## src/design/wbp_pkg.sv

```systemverilog
`timescale 1ns / 1ps
package wbp_pkg;

  localparam int COORD_FRAC_BITS  = 16;
  localparam int MATRIX_FRAC_BITS = 24;
  localparam int ACC_FRAC_BITS    = COORD_FRAC_BITS + MATRIX_FRAC_BITS - 2;
  localparam int TRANS_SHIFT      = COORD_FRAC_BITS - 2;
  localparam logic [63:0] VIS_THRESHOLD = 64'(((65'd1 << ACC_FRAC_BITS) + 65'd50) / 65'd100);

  // Quotient bits kept by the divider: magnitudes up to 2^40 plus one bit to see overflow.
  localparam int DIV_STEPS = 41;
  localparam int FRONT_LAT = 4;
  localparam int DIV_LAT   = DIV_STEPS + 5;
  localparam int BACK_LAT  = 6;
  localparam int TOTAL_LAT = FRONT_LAT + DIV_LAT + BACK_LAT;

  localparam logic [2:0] REG_PAIR_A = 3'd0;
  localparam logic [2:0] REG_PAIR_B = 3'd1;
  localparam logic [2:0] REG_PAIR_C = 3'd2;
  localparam logic [2:0] REG_PAIR_D = 3'd3;
  localparam logic [2:0] REG_PAIR_E = 3'd4;
  localparam logic [2:0] REG_PAIR_F = 3'd5;
  localparam logic [2:0] REG_HALF_W = 3'd6;
  localparam logic [2:0] REG_HALF_H = 3'd7;

  typedef struct packed {
    logic signed [31:0] pos_x;
    logic signed [31:0] pos_y;
    logic signed [31:0] pos_z;
    logic signed [31:0] lower_offset;
    logic signed [31:0] upper_offset;
    logic [15:0]        width_ratio;
  } item_t;

  typedef struct packed {
    logic               visible;
    logic signed [31:0] screen_x;
    logic signed [31:0] screen_y;
    logic signed [31:0] box_left;
    logic signed [31:0] box_top;
    logic signed [31:0] box_half_width;
    logic signed [31:0] box_height;
    logic               saturated;
  } result_t;

  typedef struct packed {
    logic signed [31:0] m0;
    logic signed [31:0] m1;
    logic signed [31:0] m3;
    logic signed [31:0] m4;
    logic signed [31:0] m5;
    logic signed [31:0] m7;
    logic signed [31:0] m8;
    logic signed [31:0] m9;
    logic signed [31:0] m11;
    logic signed [31:0] m12;
    logic signed [31:0] m13;
    logic signed [31:0] m15;
    logic [27:0]        half_w;
    logic [27:0]        half_h;
  } cfg_t;

  typedef struct packed {
    logic               valid;
    logic               vis;
    logic [15:0]        ratio;
    logic signed [63:0] nx;
    logic signed [63:0] ny;
    logic signed [63:0] nlo;
    logic signed [63:0] nup;
    logic [63:0]        w;
  } front_t;

  // Bit 32 is the clamp flag, bits 31:0 the clamped value.
  function automatic logic [32:0] sat32(input logic signed [63:0] v);
    logic [32:0] r;
    if (v > 64'sd2147483647) begin
      r = {1'b1, 32'h7FFF_FFFF};
    end else if (v < -64'sd2147483648) begin
      r = {1'b1, 32'h8000_0000};
    end else begin
      r = {1'b0, v[31:0]};
    end
    return r;
  endfunction

endpackage

```

## src/design/wbp_cfg.sv

```systemverilog
`timescale 1ns / 1ps
module wbp_cfg (
  input  logic          clk,
  input  logic          rst,
  input  logic          psel,
  input  logic          penable,
  input  logic          pwrite,
  input  logic [5:0]    paddr,
  input  logic [63:0]   pwdata,
  output logic [63:0]   prdata,
  output logic          pready,
  output wbp_pkg::cfg_t cfg
);
  import wbp_pkg::*;

  logic [63:0] pair [6];
  logic [27:0] half_w;
  logic [27:0] half_h;
  logic [2:0]  idx;
  logic        wr;

  assign idx    = paddr[5:3];
  assign wr     = psel && penable && pwrite;
  assign pready = 1'b1;

  always_ff @(posedge clk) begin
    if (rst) begin
      for (int i = 0; i < 6; i++) pair[i] <= '0;
      half_w <= '0;
      half_h <= '0;
    end else if (wr) begin
      case (idx)
        REG_PAIR_A: pair[0] <= pwdata;
        REG_PAIR_B: pair[1] <= pwdata;
        REG_PAIR_C: pair[2] <= pwdata;
        REG_PAIR_D: pair[3] <= pwdata;
        REG_PAIR_E: pair[4] <= pwdata;
        REG_PAIR_F: pair[5] <= pwdata;
        REG_HALF_W: half_w <= pwdata[27:0];
        REG_HALF_H: half_h <= pwdata[27:0];
        default: ;
      endcase
    end
  end

  always_comb begin
    case (idx)
      REG_PAIR_A: prdata = pair[0];
      REG_PAIR_B: prdata = pair[1];
      REG_PAIR_C: prdata = pair[2];
      REG_PAIR_D: prdata = pair[3];
      REG_PAIR_E: prdata = pair[4];
      REG_PAIR_F: prdata = pair[5];
      REG_HALF_W: prdata = {36'd0, half_w};
      REG_HALF_H: prdata = {36'd0, half_h};
      default:    prdata = '0;
    endcase
  end

  always_comb begin
    cfg.m0     = pair[0][31:0];
    cfg.m1     = pair[0][63:32];
    cfg.m3     = pair[1][31:0];
    cfg.m4     = pair[1][63:32];
    cfg.m5     = pair[2][31:0];
    cfg.m7     = pair[2][63:32];
    cfg.m8     = pair[3][31:0];
    cfg.m9     = pair[3][63:32];
    cfg.m11    = pair[4][31:0];
    cfg.m12    = pair[4][63:32];
    cfg.m13    = pair[5][31:0];
    cfg.m15    = pair[5][63:32];
    cfg.half_w = half_w;
    cfg.half_h = half_h;
  end
endmodule

```

## config.mk

```make
export PLATFORM = sky130hd
export DESIGN_NAME = wbp_cfg
export DESIGN_NICKNAME = d
export VERILOG_FILES = /design/src/design/wbp_pkg.sv /design/src/design/wbp_cfg.sv
export SDC_FILE = /design/constraint.sdc
export NUM_CORES = 1
export LEC_CHECK = 0
export BUFFER_PORTS_ARGS = -buffer_cell sky130_fd_sc_hd__buf_2
export CAP_MARGIN = 20
export CORE_MARGIN = 8
export CORE_UTILIZATION = 45
export CTS_BUF_LIST = sky130_fd_sc_hd__clkbuf_8
export CTS_CLUSTER_DIAMETER = 150
export DETAILED_ROUTE_END_ITERATION = 16
export HOLD_SLACK_MARGIN = 0.05
export PLACE_DENSITY = 0.71
export SLEW_MARGIN = 20
export SYNTH_ARGS = -nofsm -noshare
export SYNTH_HDL_FRONTEND = slang
export SYNTH_SLANG_ARGS = --single-unit
```

## constraint.sdc

```tcl
create_clock -name clk -period 7.1 [get_ports clk]
set_input_delay 0.355 -clock clk [delete_from_list [all_inputs] [get_ports clk]]
set_output_delay 0.355 -clock clk [all_outputs]
set_load 0.05 [all_outputs]
```

=== After elaboration in Yosys (flattened, before gate mapping) ===
Memory sizes are Yosys's and may differ from the RTL's.
Cells that the tools add are included.

* Eq/ne operators: 7
* Mux-type cells: 33
* Bitwise operators: 6
* Reduce and logical (&&, ||, !) cells: 5

{| class="wikitable"
|+ Operator list
! cell !! count
|-
| $pmux 64 s8 || 1
|-
| $mux 64 || 6
|-
| $mux 1 || 26
|-
| $eq 3x3->1 const B || 4
|-
| $eq 3x2->1 const B || 2
|-
| $or 1x1->1 || 6
|-
| $reduce_and 2->1 || 2
|-
| $eq 3x1->1 const B || 1
|-
| $logic_not 3->1 || 1
|-
| $logic_and 1x1->1 || 2
|}

* Bits in registers: 56
* Bits in writable memories: 384
* Bits of input ports: 75
* Logic and storage cells: 54
* Memories: 1

{| class="wikitable"
|+ Memories
! memory !! words !! width !! read ports !! clocked after Yosys merged registers in !! write ports !! line !! source
|-
| pair || 6 || 64 || 6 || 0 || 6 || wbp_cfg.sv:16 || <nowiki>logic [63:0] pair [6];</nowiki>
|}

=== Longest topological paths before layout ===
* Word-level depth: 6
* Gate-level depth with buffers: 8

=== Least setup slack after synthesis ===
OpenSTA, ideal clock, no wires.

* Path type: in2reg
* Start: in paddr[4]
* End: mem pair[1][0] (enable)
* Setup time: 0.580 ns
* Data arrival time: 5.877 ns
* Data required time: 6.520 ns
* Path slack: 0.643 ns
* Stages: 5
* Path buffers: 4
* Cell sequence: buf_4 buf_2 buf_2 clkbuf_1 o31ai_1

{| class="wikitable"
|+ RTL lines
! element !! line !! source
|-
| start: declaration || wbp_cfg.sv:8 || <nowiki>input logic [5:0] paddr,</nowiki>
|-
| end: declaration || wbp_cfg.sv:16 ||
|}

=== Worst setup path after layout ===
* Start: in paddr[3]
* End: out prdata[57]

* Cells in the longest elaborated chain, start to end: 2
* Elaborated cells between the ends (all ways): 9
* Those cells by class: eq/ne (7); mux (1); reduce/logical (1)

{| class="wikitable"
|+ Ends and longest elaborated chain
! element !! line !! source
|-
| $eq 3x3->1 (tied with other cells) || wbp_cfg.sv:47 || <nowiki>case (idx)</nowiki>
|-
| $pmux 64 s8 (*) || wbp_cfg.sv:47 ||
|-
| end: declaration || wbp_cfg.sv:10 || <nowiki>output logic [63:0] prdata,</nowiki>
|}

Every way passes the cells marked *; elsewhere a longest branch is shown, timed or not.

==> metrics.md <==
| Metric | Value |
|---|---|
| Run status | `complete, no violations` |
| Period utilization | `54.20%` |
| Max Clk Rate | `259.9 MHz` |
| Syn Inst Count | `1,673` |
| Setup violators final | `0` |
| Fin crit period | `3.848 ns` |
| Yosys reg bits | `440` |
| Core ar. | `0.04403 mm2` |
| Die Span X | `226.9 um` |
| Drt drc | `0` |
| Internal | `4.285 mW` |
| Longest Clk Path Bufs | `3` |
| DP Area | `0.02346 mm2` |
| Die area | `0.05147 mm2` |
| Starting density of the core | `45.45%` |
| Post-Syn Area | `0.02001 mm2` |
| P per Cell Area | `251.0 mW/mm2` |
| TritonCTS Sinks | `440` |
| Setup tns final | `0 ns` |
| RSZ-0062 raised after global routing | `no` |
| Net Sw Frac | `32.91%` |
| Vias per cell | `5.568` |
| Fin. Hold Viols | `0` |
| CP Class | `input port to output pin` |
| Commonest non-fill, non-tap cells in the layout | `572 x buf_2, 384 x and2_1, 384 x edfxtp_1` |
| Reg power frac | `47.4%` |
| Placed Cells incl. Taps | `2,748` |
| Routed vias | `16,410` |
| Area grow syn2layout | `27.18%` |
| Total GRT Usage | `28.16%` |
| Reg2Reg Depth | `2` |
| Layout Skew | `0 ns` |
| Critical path arrival | `3.49 ns` |
| PostCTS Resize Cnt | `0` |
| Final HPWL DP | `48,280 um` |
| Worst slew pin tran | `0.9829 ns` |
| Gate power share | `19.3%` |
| Max FO, Critical Path | `64` |
| Final wirelength | `75,750 um` |
| Global-route wire length before repair | `108,300 um` |
| Port Buf Inserts | `575` |
| Startpoint Class | `input port` |
| CTS Hold Buffers Added | `61` |
| Worst-Skew Late Latency | `0.62 ns` |
| Net Sw Power | `2.102 mW` |
| Clock power share | `33.3%` |
| Maxcap violations | `0` |
| CTS tree | `yes` |
| Die height | `226.9 um` |
| Min Hold Slack | `0.1095 ns` |
| Post-route cell area | `0.02545 mm2` |
| Final-stage net count | `2,368` |
| Post-CTS Setup Bufs | `0` |
| # IOs | `580` |
| Filler cells | `3,676` |
| # rows | `77` |
| GPL Wtd Cong | `0.8929` |
| Worst vdd rail ir drop | `0.1792 mV` |
| Post-DRT Antenna Nets | `0` |
| Syn Nets | `1,748` |
| Clk pin slew, worst setup/hold paths | `0.06 ns` |
| Register area share after synthesis | `63.23%` |
| CTS root buf | `clkbuf_8` |
| Hold Crit Depth | `2` |
| Fraction of layout cells with a size suffix above 1 | `30.84%` |
| Antenna violations before repair | `4` |
| Largest net degree at the start of global routing | `65` |
| Number of buffers created by CTS | `74` |
| Commonest non-fill, non-tap cell in the layout | `buf_2` |
| Avg Synthesized Cell Area | `11.96 um2` |
| 1st-iter DRT viols | `1,601` |
| First-pass DRT Iterations | `5` |
| Final core utilization | `57.80%` |
| Synth cell types | `38` |
| Warnings from Yosys | `0` |
| Wirelength per Cell | `25.70 um` |
| Leak | `10.48 nW` |
| CTS H-Tree Depth | `3` |
| Final std cells w/o fill | `2,947` |
| Worst Path Required | `6.74 ns` |
| Crit. End Element | `output pin` |
| Final Slew Violations | `0` |
| Total gr overflow | `0` |
| HP Class | `input port to flip-flop` |
| Vias in the first global route | `16,740` |
| Relative slew slack | `34.23%` |
[cell type report]
cell class | instances | area (um2) | area share [%]
inverter | 18 | 67.56 | 0.2655
sequential | 440 | 12650 | 49.72
clock buffer | 81 | 1115 | 4.381
clock inverter | 53 | 254.0 | 0.9981
tap | 592 | 740.7 | 2.911
timing repair buffer | 669 | 3775 | 14.83
multi-input combinational | 1090 | 6834 | 26.85
antenna | 4 | 10.01 | 0.03933
[metrics by stage]
step | power [mW] | setup WS (ns)
detailed placement | 4.281 | 3.378
CTS | 6.415 | 3.371
finish | 6.388 | 3.252
global placement | 4.267 | 3.426
global route | 6.577 | 3.218
floorplan | 3.920 | 0.6429
[worst max-delay path, stage by stage]
cell and delay, ns:
buf_6 0.36, buf_4 0.60, buf_4 0.81, nand2b_1 0.44, nor2_1 0.19, a221oi_1 0.06
a21oi_1 0.23, buf_2 0.30
[synth_stat cells (all sizes together)]
| master | number | share of area (%) |
|---|---|---|
| nand3b | 22 | 0.83 |
| mux2 | 6 | 0.34 |
| nand4 | 1 | 0.063 |
| nor2 | 76 | 1.5 |
| a221oi | 6 | 0.26 |
| mux2i | 83 | 4.2 |
| clkbuf | 82 | 1.6 |
| or2 | 2 | 0.063 |
| buf | 43 | 1.2 |
| nor3 | 2 | 0.13 |
| nand2b | 5 | 0.16 |
| o31ai | 4 | 0.15 |
| o21ai | 24 | 0.60 |
| nor4 | 4 | 0.43 |
| conb | 1 | 0.019 |
| edfxtp | 384 | 58 |
| a22oi | 17 | 0.64 |
| dfxtp | 56 | 5.6 |
| o22ai | 6 | 0.19 |
| nand3 | 1 | 0.025 |
| nor3b | 22 | 0.83 |
| or3 | 1 | 0.031 |
| and2 | 384 | 12 |
| o22a | 19 | 0.83 |
| a22o | 17 | 0.74 |
| a211oi | 52 | 2.0 |
| and3 | 1 | 0.031 |
| a21oi | 151 | 3.8 |
| o21bai | 17 | 0.64 |
| nand2 | 147 | 2.8 |
| inv | 18 | 0.34 |
| nor2b | 19 | 0.59 |
[final timing paths]
| kind | to | startpoint | slack, ns |
|---|---|---|---|
| max reg2reg | half_h[1]$_SDFFE_PP0P_ | half_h[1]$_SDFFE_PP0P_ | 6.34 |
| min | pair[3][45]$_SDFFCE_PN0P_ | pwdata[45] | 0.11 |
| min reg2reg | half_w[9]$_SDFFE_PP0P_ | half_w[9]$_SDFFE_PP0P_ | 0.47 |
| max | prdata[57] | paddr[3] | 3.25 |
[power by group through the flow]
stage,Clock (mW),Sequential (mW),Combinational (mW)
after floorplan,0,3.54,0.381
after global placement,0,3.07,1.19
after detailed placement,0,3.08,1.20
after CTS,2.16,3.02,1.23
after global routing,2.27,3.04,1.27
final,2.13,3.03,1.23
[registers in the layout, indices dropped and copies added (netlist names)]
signal and cells:
pair 384, half_w 28, half_h 28
[per-layer routing]
layer  global-route usage, %  wire, um  up-vias
met3                   6.816      7238      178
met2                   47.19     36930      987
met4                   14.02      3561        2
li1                        -         -     7192
met5                       0        12        -
met1                   33.64     28010     8049
[cell families (layout without fill, tap and decap cells)]
logic type / count (synthesis) / in the layout / synth area share, %
and+or+nand+nor: 687 / 687 / 19.38
DFF: 440 / 440 / 63.23
AOI/OAI and AO/OA: 313 / 313 / 9.780
buffers and inverters: 143 / 821 / 3.095
muxes: 89 / 89 / 4.490
other: 1 / 5 / 0.01874
Power figures use the tool's default switching activity.
