### src/design/wbp_pkg.sv
`timescale 1ns / 1ps
package wbp_pkg;

  localparam int COORD_FRAC_BITS  = 16;
  localparam int MATRIX_FRAC_BITS = 24;
  localparam int ACC_FRAC_BITS    = COORD_FRAC_BITS + MATRIX_FRAC_BITS - 2;
  localparam int TRANS_SHIFT      = COORD_FRAC_BITS - 2;
  localparam logic [63:0] VIS_THRESHOLD = 64'(((65'd1 << ACC_FRAC_BITS) + 65'd50) / 65'd100);

  // Quotient bits kept by the divider: magnitudes up to 2^40 plus one bit to see overflow.
  localparam int DIV_STEPS = 41;
  localparam int FRONT_LAT = 4;
  localparam int DIV_LAT   = DIV_STEPS + 5;
  localparam int BACK_LAT  = 6;
  localparam int TOTAL_LAT = FRONT_LAT + DIV_LAT + BACK_LAT;

  localparam logic [2:0] REG_PAIR_A = 3'd0;
  localparam logic [2:0] REG_PAIR_B = 3'd1;
  localparam logic [2:0] REG_PAIR_C = 3'd2;
  localparam logic [2:0] REG_PAIR_D = 3'd3;
  localparam logic [2:0] REG_PAIR_E = 3'd4;
  localparam logic [2:0] REG_PAIR_F = 3'd5;
  localparam logic [2:0] REG_HALF_W = 3'd6;
  localparam logic [2:0] REG_HALF_H = 3'd7;

  typedef struct packed {
    logic signed [31:0] pos_x;
    logic signed [31:0] pos_y;
    logic signed [31:0] pos_z;
    logic signed [31:0] lower_offset;
    logic signed [31:0] upper_offset;
    logic [15:0]        width_ratio;
  } item_t;

  typedef struct packed {
    logic               visible;
    logic signed [31:0] screen_x;
    logic signed [31:0] screen_y;
    logic signed [31:0] box_left;
    logic signed [31:0] box_top;
    logic signed [31:0] box_half_width;
    logic signed [31:0] box_height;
    logic               saturated;
  } result_t;

  typedef struct packed {
    logic signed [31:0] m0;
    logic signed [31:0] m1;
    logic signed [31:0] m3;
    logic signed [31:0] m4;
    logic signed [31:0] m5;
    logic signed [31:0] m7;
    logic signed [31:0] m8;
    logic signed [31:0] m9;
    logic signed [31:0] m11;
    logic signed [31:0] m12;
    logic signed [31:0] m13;
    logic signed [31:0] m15;
    logic [27:0]        half_w;
    logic [27:0]        half_h;
  } cfg_t;

  typedef struct packed {
    logic               valid;
    logic               vis;
    logic [15:0]        ratio;
    logic signed [63:0] nx;
    logic signed [63:0] ny;
    logic signed [63:0] nlo;
    logic signed [63:0] nup;
    logic [63:0]        w;
  } front_t;

  // Bit 32 is the clamp flag, bits 31:0 the clamped value.
  function automatic logic [32:0] sat32(input logic signed [63:0] v);
    logic [32:0] r;
    if (v > 64'sd2147483647) begin
      r = {1'b1, 32'h7FFF_FFFF};
    end else if (v < -64'sd2147483648) begin
      r = {1'b1, 32'h8000_0000};
    end else begin
      r = {1'b0, v[31:0]};
    end
    return r;
  endfunction

endpackage

### src/design/wbp_back.sv
`timescale 1ns / 1ps
module wbp_back (
  input  logic               clk,
  input  logic               rst,
  input  logic               valid,
  input  logic               vis,
  input  logic [15:0]        ratio,
  input  logic [27:0]        half_w,
  input  logic [27:0]        half_h,
  input  logic signed [41:0] qx,
  input  logic signed [41:0] qy,
  input  logic signed [41:0] qlo,
  input  logic signed [41:0] qup,
  input  logic [3:0]         qsat,
  output logic               done,
  output wbp_pkg::result_t   result
);
  import wbp_pkg::*;

  logic [BACK_LAT-2:0] vld;
  logic [BACK_LAT-2:0] vs;
  logic [BACK_LAT-2:0] st;
  logic [15:0] r1, r2;
  logic signed [42:0] sx1, sy1, ylo1, yup1, sx2, sy2, yup2, sx3, sy3, yup3;
  logic signed [42:0] sx4, sy4, yup4;
  logic signed [43:0] ht2, ht3, ht4, ht5;
  logic [41:0]        pl;
  logic signed [34:0] ph;
  logic signed [60:0] wide;
  logic signed [47:0] hw4, hw5;
  logic signed [48:0] left5;
  logic signed [42:0] sx5, sy5, yup5;
  logic [32:0] s_x, s_y, s_l, s_t, s_h, s_g;

  always_ff @(posedge clk) begin
    if (rst) begin
      vld  <= '0;
      done <= 1'b0;
    end else begin
      vld  <= {vld[BACK_LAT-3:0], valid};
      done <= vld[BACK_LAT-2];
    end
  end

  always_ff @(posedge clk) begin
    vs <= {vs[BACK_LAT-3:0], vis};
    st[0] <= |qsat;
    st[BACK_LAT-2:1] <= st[BACK_LAT-3:0];
    r1 <= ratio;
    r2 <= r1;

    sx1  <= $signed({15'd0, half_w}) + 43'(qx);
    sy1  <= $signed({15'd0, half_h}) - 43'(qy);
    ylo1 <= $signed({15'd0, half_h}) - 43'(qlo);
    yup1 <= $signed({15'd0, half_h}) - 43'(qup);

    ht2  <= 44'(ylo1) - 44'(yup1);
    sx2  <= sx1;
    sy2  <= sy1;
    yup2 <= yup1;

    pl   <= 42'(ht2[25:0]) * 42'(r2);
    ph   <= $signed(ht2[43:26]) * $signed({1'b0, r2});
    ht3  <= ht2;
    sx3  <= sx2;
    sy3  <= sy2;
    yup3 <= yup2;

    hw4  <= 48'(wide >>> 13);
    ht4  <= ht3;
    sx4  <= sx3;
    sy4  <= sy3;
    yup4 <= yup3;

    left5 <= 49'(sx4) - 49'(hw4);
    hw5   <= hw4;
    ht5   <= ht4;
    sx5   <= sx4;
    sy5   <= sy4;
    yup5  <= yup4;
  end

  assign wide = (61'(ph) <<< 26) + $signed(61'(pl));

  always_comb begin
    s_x = sat32(64'(sx5));
    s_y = sat32(64'(sy5));
    s_l = sat32(64'(left5));
    s_t = sat32(64'(yup5));
    s_h = sat32(64'(hw5));
    s_g = sat32(64'(ht5));
  end

  always_ff @(posedge clk) begin
    if (vs[BACK_LAT-2]) begin
      result.visible        <= 1'b1;
      result.screen_x       <= s_x[31:0];
      result.screen_y       <= s_y[31:0];
      result.box_left       <= s_l[31:0];
      result.box_top        <= s_t[31:0];
      result.box_half_width <= s_h[31:0];
      result.box_height     <= s_g[31:0];
      result.saturated      <= st[BACK_LAT-2] | s_x[32] | s_y[32] | s_l[32] | s_t[32]
                               | s_h[32] | s_g[32];
    end else begin
      result <= '0;
    end
  end
endmodule

### config.mk
export PLATFORM = sky130hd
export DESIGN_NAME = wbp_back
export DESIGN_NICKNAME = d
export VERILOG_FILES = /design/src/design/wbp_pkg.sv /design/src/design/wbp_back.sv
export SDC_FILE = /design/constraint.sdc
export NUM_CORES = 2
export LEC_CHECK = 0
export ABC_CLOCK_PERIOD_IN_PS = 9800
export BUFFER_PORTS_ARGS = -buffer_cell sky130_fd_sc_hd__buf_2
export CAP_MARGIN = 5
export CORE_ASPECT_RATIO = 0.6
export CORE_MARGIN = 3
export CORE_UTILIZATION = 65
export CTS_CLUSTER_DIAMETER = 100
export DETAILED_ROUTE_END_ITERATION = 8
export GPL_TIMING_DRIVEN = 0
export PLACE_DENSITY = 0.84
export SLEW_MARGIN = 30
export SYNTH_ARGS = -nofsm -noshare
export SYNTH_HDL_FRONTEND = slang
export SYNTH_SLANG_ARGS = --single-unit
export TNS_END_PERCENT = 5
### constraint.sdc
create_clock -name clk -period 9.8 [get_ports clk]
set_clock_uncertainty 0.1 [all_clocks]
set_input_delay 0.98 -clock clk [delete_from_list [all_inputs] [get_ports clk]]
set_output_delay 0.98 -clock clk [all_outputs]
set_load 0.02 [all_outputs]
# Word-level counts from Yosys, hierarchy flattened
# Cells that the tools add are included.
dict set report op_classes {
  n_addsub 7
  n_mul 2
  div 0
  magnitude_cmp 12
  eq_ne 0
  shifts 0
  muxes 13
  n_bitwise 7
  n_reduce_logical 7
}
# cell n
set op_table {}
lappend op_table {{$mux 33} 12}
lappend op_table {{$mux 194} 1}
lappend op_table {{$gt 43x32->1 const B} 3}
lappend op_table {{$lt 43x32->1 const B} 3}
lappend op_table {{$sub 29x42->43} 3}
lappend op_table {{$add 61x43->61} 1}
lappend op_table {{$gt 49x32->1 const B} 1}
lappend op_table {{$lt 49x32->1 const B} 1}
lappend op_table {{$sub 43x48->49} 1}
lappend op_table {{$gt 48x32->1 const B} 1}
lappend op_table {{$lt 48x32->1 const B} 1}
lappend op_table {{$gt 44x32->1 const B} 1}
lappend op_table {{$lt 44x32->1 const B} 1}
lappend op_table {{$sub 43x43->44} 1}
lappend op_table {{$add 29x42->43} 1}
lappend op_table {{$mul 26x16->42} 1}
lappend op_table {{$mul 18x17->35} 1}
lappend op_table {{$reduce_or 2->1} 6}
lappend op_table {{$or 1x1->1} 6}
lappend op_table {{$reduce_or 4->1} 1}
lappend op_table {{$not 1->1} 1}
dict set report word_totals {
  register_bits 1328
  latchBits 0
  ram_bits 0
  mem_bits_ro 0
  inputBits 248
  out_inout_bits 195
  elab_cells 93
  n_memories 0
}

# Longest topological paths before layout
dict set report depth {
  word_depth 10
  depth_mapped 25
  depth_no_buf 23
}

# Least setup slack after synthesis
# OpenSTA, ideal clock, no wires.
dict set report synth_timing {
  path_type {reg2reg}
  from {register r2[9]}
  to {register pl[23]}
  setup_time_ns 0.123
  t_arrival_ns 6.223
  required_ns 9.577
  path_slack_ns 3.353
  stages_incl_launch_ff 25
  path_buffers 2
  synth_period_minus_slack_ns 6.447
  cell_sequence {dfxtp_1 clkbuf_1 clkbuf_1 nand2_1 fa_1 inv_1 fa_1 inv_1 fa_1 inv_1 fa_1 fa_1 inv_1 fa_1 inv_1 ha_1 and2_1 a221o_1 a31oi_1 o21ai_1 a211o_1 a41oi_2 nor2b_1 o21bai_1 xor2_1}
}
dict set report synth_via {
  elab_chain_cells 1
}
# item line
set synth_rtl {}
lappend synth_rtl {{from (decl)} wbp_back.sv:23} ;# logic [15:0] r1, r2;
lappend synth_rtl {{from (signal assigned)} wbp_back.sv:50} ;# r2 <= r1;
lappend synth_rtl {{$mul 26x16->42} wbp_back.sv:62} ;# pl <= 42'(ht2[25:0]) * 42'(r2);
lappend synth_rtl {{to (signal assigned)} wbp_back.sv:62}
lappend synth_rtl {{to (decl)} wbp_back.sv:27} ;# logic [41:0] pl;
# No other way between the ends.
# A chain may end at the register's enable or synchronous reset.

# Final worst setup path
dict set report layout_timing {
  from {register r2[8]}
  to {register pl[23]}
}
# Same word-level chain as after synthesis.

==> reports/results.ini <==
[yosys]
syn_area_per_cell_um2=10.1
synth_async_sr_flop_share=0
netlist-cell-type-count=81
portion_of_the_post_synthesis_area_used_by_sequential_elements=0.402
postSynthCellCount=6513
synth_top_flop_cell=sky130_fd_sc_hd__dfxtp_1
synth_edf_count=0
ys_seq_elements=1315
cell_area_after_synthesis_mm2=0.0655
ys.warnings.count=0
synth.net_count=7813

[clock_tree]
cts_tree=built
h-tree-depth=3
hold_fix_buffers_at_cts=0
worst_setup_hold_path_clk_slew_ps=70
cts_repair_resize_count=0
clk_path_buf_depth=3
clkLatencyLatePin_ps=740
clock_sinks=1315
cts.root.buffer_cell=sky130_fd_sc_hd__clkbuf_16
cts-buffers-inserted=106
cts_post_setup_buffers_inserted=0

[layout]
fin_nets=8370
share_of_layout_cells_above_drive_strength_1=0.0947
area_delta_synth_final_pct=12.2

[place]
total_of_buffers_placed_on_input_and_output_ports=442
gp_routability_congestion=0.994
dpl.hpwl_um=140000

[setup_path]
cpMaxStageDelayCell=sky130_fd_sc_hd__clkbuf_1
worst_ep_arrival_time_ps=9190
crit_buf_inv=7
ff2ff_path_depth=24
kind_of_cell_adding_the_most_delay_to_the_critical_path=adder cells
critPathMaxFanout=10
worstPathCellList=clkbuf_1 -> clkbuf_1 -> nand2_1 -> fa_1 -> inv_1 -> fa_1 -> inv_1 -> fa_1 -> inv_1 -> fa_1 -> fa_1 -> inv_1 -> fa_1 -> inv_1 -> ha_1 -> and2_1 -> a221o_1 -> a31oi_1 -> o21ai_1 -> a211o_1 -> a41oi_2 -> nor2b_1 -> o21bai_1 -> xor2_1
worstSetupPathType=reg2reg
rr_endpoint=pl[23]
critPathLaunchType=flip-flop
cp_most_frequent_cell=sky130_fd_sc_hd__fa_1
timing.critical_path.depth=24
critical_path.endpoint_type=flip-flop
reg2reg_from=r2[8]
regToRegSetupSlack_ps=1100
crit_path_max_incr_delay_ps=820
timing.critical_path.required_ps=10290

[floorplan]
die-width_um=416
core-area_mm2=0.0991
die_area_mm2=0.105
floorplan.rows=89
design.portCount=443
initial_utilization=0.661
chipHeight_um=252

[routing]
detail_route.wirelength.met1_um=74500
routed_wire_length_per_instance_um=21.2
top_layer=met5
met2_length_um=77400
vias_per_cell=5.63
detail_route.first_pass.iterations=7
wirelength_um=180000
met3_routed_wirelength_um=22100
drt_first_iter_violations=4640
antenna_violating_nets_post_route=0
num_vias=47800
remaining_drc_errors=0

[sta]
min_period_over_period=0.888
report.final.hold_viol_count=0
slew_headroom=0.275
period_needed_ps=8700
drv_slew=0
max_freq_ghz=0.115
rsz0062_at_grt=no
worst_slew_pin_slew_ps=1090
final_total_negative_setup_slack_ps=0
setup_viol=0

[outcome]
outcome=finished clean

[min_path]
worstHoldPathCells=0
worst_hold_startpoint=r1[10]
holdCritPathClass=reg2reg
min_to=r2[10]

[global_route]
via_count_of_the_first_global_routing_pass=47800
largest_net_degree_at_the_start_of_global_routing=18
grt_overflow=0
grt_first_pass_wirelength_um=273000
grtUsageTotal=0.340
number_of_antenna_violations_at_the_first_check_in_global_routing=17

[run]
cap_violations=0

==> worst register-to-register path, stage by stage (launching register included) <==
cell and delay, ps:
sky130_fd_sc_hd__dfxtp_1 310, sky130_fd_sc_hd__clkbuf_1 670, sky130_fd_sc_hd__clkbuf_1 820, sky130_fd_sc_hd__nand2_1 170, sky130_fd_sc_hd__fa_1 550, sky130_fd_sc_hd__inv_1 50
sky130_fd_sc_hd__fa_1 490, sky130_fd_sc_hd__inv_1 50, sky130_fd_sc_hd__fa_1 480, sky130_fd_sc_hd__inv_1 50, sky130_fd_sc_hd__fa_1 510, sky130_fd_sc_hd__fa_1 560
sky130_fd_sc_hd__inv_1 60, sky130_fd_sc_hd__fa_1 530, sky130_fd_sc_hd__inv_1 40, sky130_fd_sc_hd__ha_1 330, sky130_fd_sc_hd__and2_1 210, sky130_fd_sc_hd__a221o_1 320
sky130_fd_sc_hd__a31oi_1 320, sky130_fd_sc_hd__o21ai_1 290, sky130_fd_sc_hd__a211o_1 380, sky130_fd_sc_hd__a41oi_2 620, sky130_fd_sc_hd__nor2b_1 360, sky130_fd_sc_hd__o21bai_1 140
sky130_fd_sc_hd__xor2_1 160
==> worst max path at each step <==
stage / start / slack, ps / endpoint
finish: r2[8] / 1100 / pl[23]
global route: r2[8] / 990 / pl[23]
CTS: r2[8] / 1460 / pl[23]
detailed placement: r2[8] / 1520 / pl[24]
global placement: r2[8] / 1700 / pl[41]
floorplan: r2[9] / 3350 / pl[23]
==> cell families after synthesis <==
kind of cell	count (synthesis)	share of synthesized area
AO/OA/AOI/OAI	859	0.0857
flip-flops	1315	0.402
multiplexers	4	0.000611
XOR/XNOR	314	0.0420
buffers and inverters	1195	0.0685
adder cells (fa/ha/maj)	1052	0.273
AND/OR/NAND/NOR	1774	0.128
==> registers in the layout, indices dropped and copies added, names as in the netlist, 44 cells and up <==
signal and flops:
result 194, left5 49, hw4 48, hw5 48
ht2 44, ht3 44, ht4 44, ht5 44
==> cell usage in the layout (no fill, tap or decap), types with 12 or more instances in the layout <==
cell                        instances
sky130_fd_sc_hd__a211oi_1          25
sky130_fd_sc_hd__a21o_1           138
sky130_fd_sc_hd__a21oi_1          264
sky130_fd_sc_hd__a31oi_1           32
sky130_fd_sc_hd__and2_1           302
sky130_fd_sc_hd__and3_1            31
sky130_fd_sc_hd__buf_2            445
sky130_fd_sc_hd__bufinv_16         20
sky130_fd_sc_hd__clkbuf_1         207
sky130_fd_sc_hd__clkbuf_16        108
sky130_fd_sc_hd__clkbuf_8          16
sky130_fd_sc_hd__clkinv_2          12
sky130_fd_sc_hd__dfxtp_1         1315
sky130_fd_sc_hd__fa_1             633
sky130_fd_sc_hd__ha_1             419
sky130_fd_sc_hd__inv_1            998
sky130_fd_sc_hd__nand2_1          578
sky130_fd_sc_hd__nand2b_1          32
sky130_fd_sc_hd__nand3_1           60
sky130_fd_sc_hd__nand4_1           51
sky130_fd_sc_hd__nor2_1           487
sky130_fd_sc_hd__nor2b_1           85
sky130_fd_sc_hd__nor3_1            58
sky130_fd_sc_hd__nor4_1            25
sky130_fd_sc_hd__o211ai_1          19
sky130_fd_sc_hd__o21a_1            55
sky130_fd_sc_hd__o21ai_0          103
sky130_fd_sc_hd__o21ai_1           45
sky130_fd_sc_hd__o21bai_1          38
sky130_fd_sc_hd__or3_1             19
sky130_fd_sc_hd__xnor2_1          206
sky130_fd_sc_hd__xor2_1           108
==> synth_stat cells, drive strengths merged, types with 8 or more instances <==
cell | number | area share
o31ai | 16 | 0.0020
o31a | 9 | 0.0012
a211o | 9 | 0.0012
nor2b | 86 | 0.0083
dfxtp | 1315 | 0.40
nand4 | 51 | 0.0049
a21boi | 13 | 0.0015
fa | 633 | 0.19
o21a | 55 | 0.0063
inv | 998 | 0.057
a311oi | 8 | 0.0011
nor4 | 26 | 0.0026
xor2 | 108 | 0.014
a31oi | 38 | 0.0040
a21oi | 268 | 0.021
nor3 | 58 | 0.0044
o211ai | 21 | 0.0026
o21bai | 38 | 0.0044
xnor2 | 206 | 0.028
nand3 | 60 | 0.0046
or3 | 19 | 0.0018
and4 | 8 | 0.0011
clkbuf | 193 | 0.011
nand2 | 578 | 0.033
nor2 | 487 | 0.028
and2 | 303 | 0.029
o21ai | 149 | 0.012
a211oi | 26 | 0.0031
a21o | 138 | 0.016
ha | 419 | 0.080
nand2b | 32 | 0.0031
o2111ai | 11 | 0.0015
and3 | 31 | 0.0030
==> metrics by stage <==
step / setup slack (ps) / instance area, um^2 / instances / utilization / hold WS, ps
after CTS: 1460 / 73500 / 8480 / 0.742 / 181
after detailed placement: 1520 / 69500 / 8281 / 0.702 / 212
after floorplan: 3350 / 65500 / 6513 / - / 210
after global placement: 1700 / 69400 / 8274 / 0.700 / 210
after global routing: 993 / 73500 / 8480 / 0.742 / 213
final: 1100 / 73500 / 8490 / 0.742 / 211
==> routing by layer <==
layer	track usage	vias to the layer above
met3	0.110	357
met5	0	-
met4	0.102	10
li1	-	21700
met1	0.473	23200
met2	0.511	2525
==> final cells by class <==
cell class / count / area (um^2)
antenna: 10 / 25.0
buffer: 197 / 749
clock buffer: 143 / 2990
clock inverter: 56 / 972
fill: 6913 / 25600
inverter: 998 / 3750
multi-input combinational: 4003 / 34800
sequential: 1315 / 26300
tap: 1319 / 1650
timing repair buffer: 449 / 2290
Power is left out: the tool's default activity adds up to more than one toggle a clock period on the data nets, which glitch-free logic cannot reach.
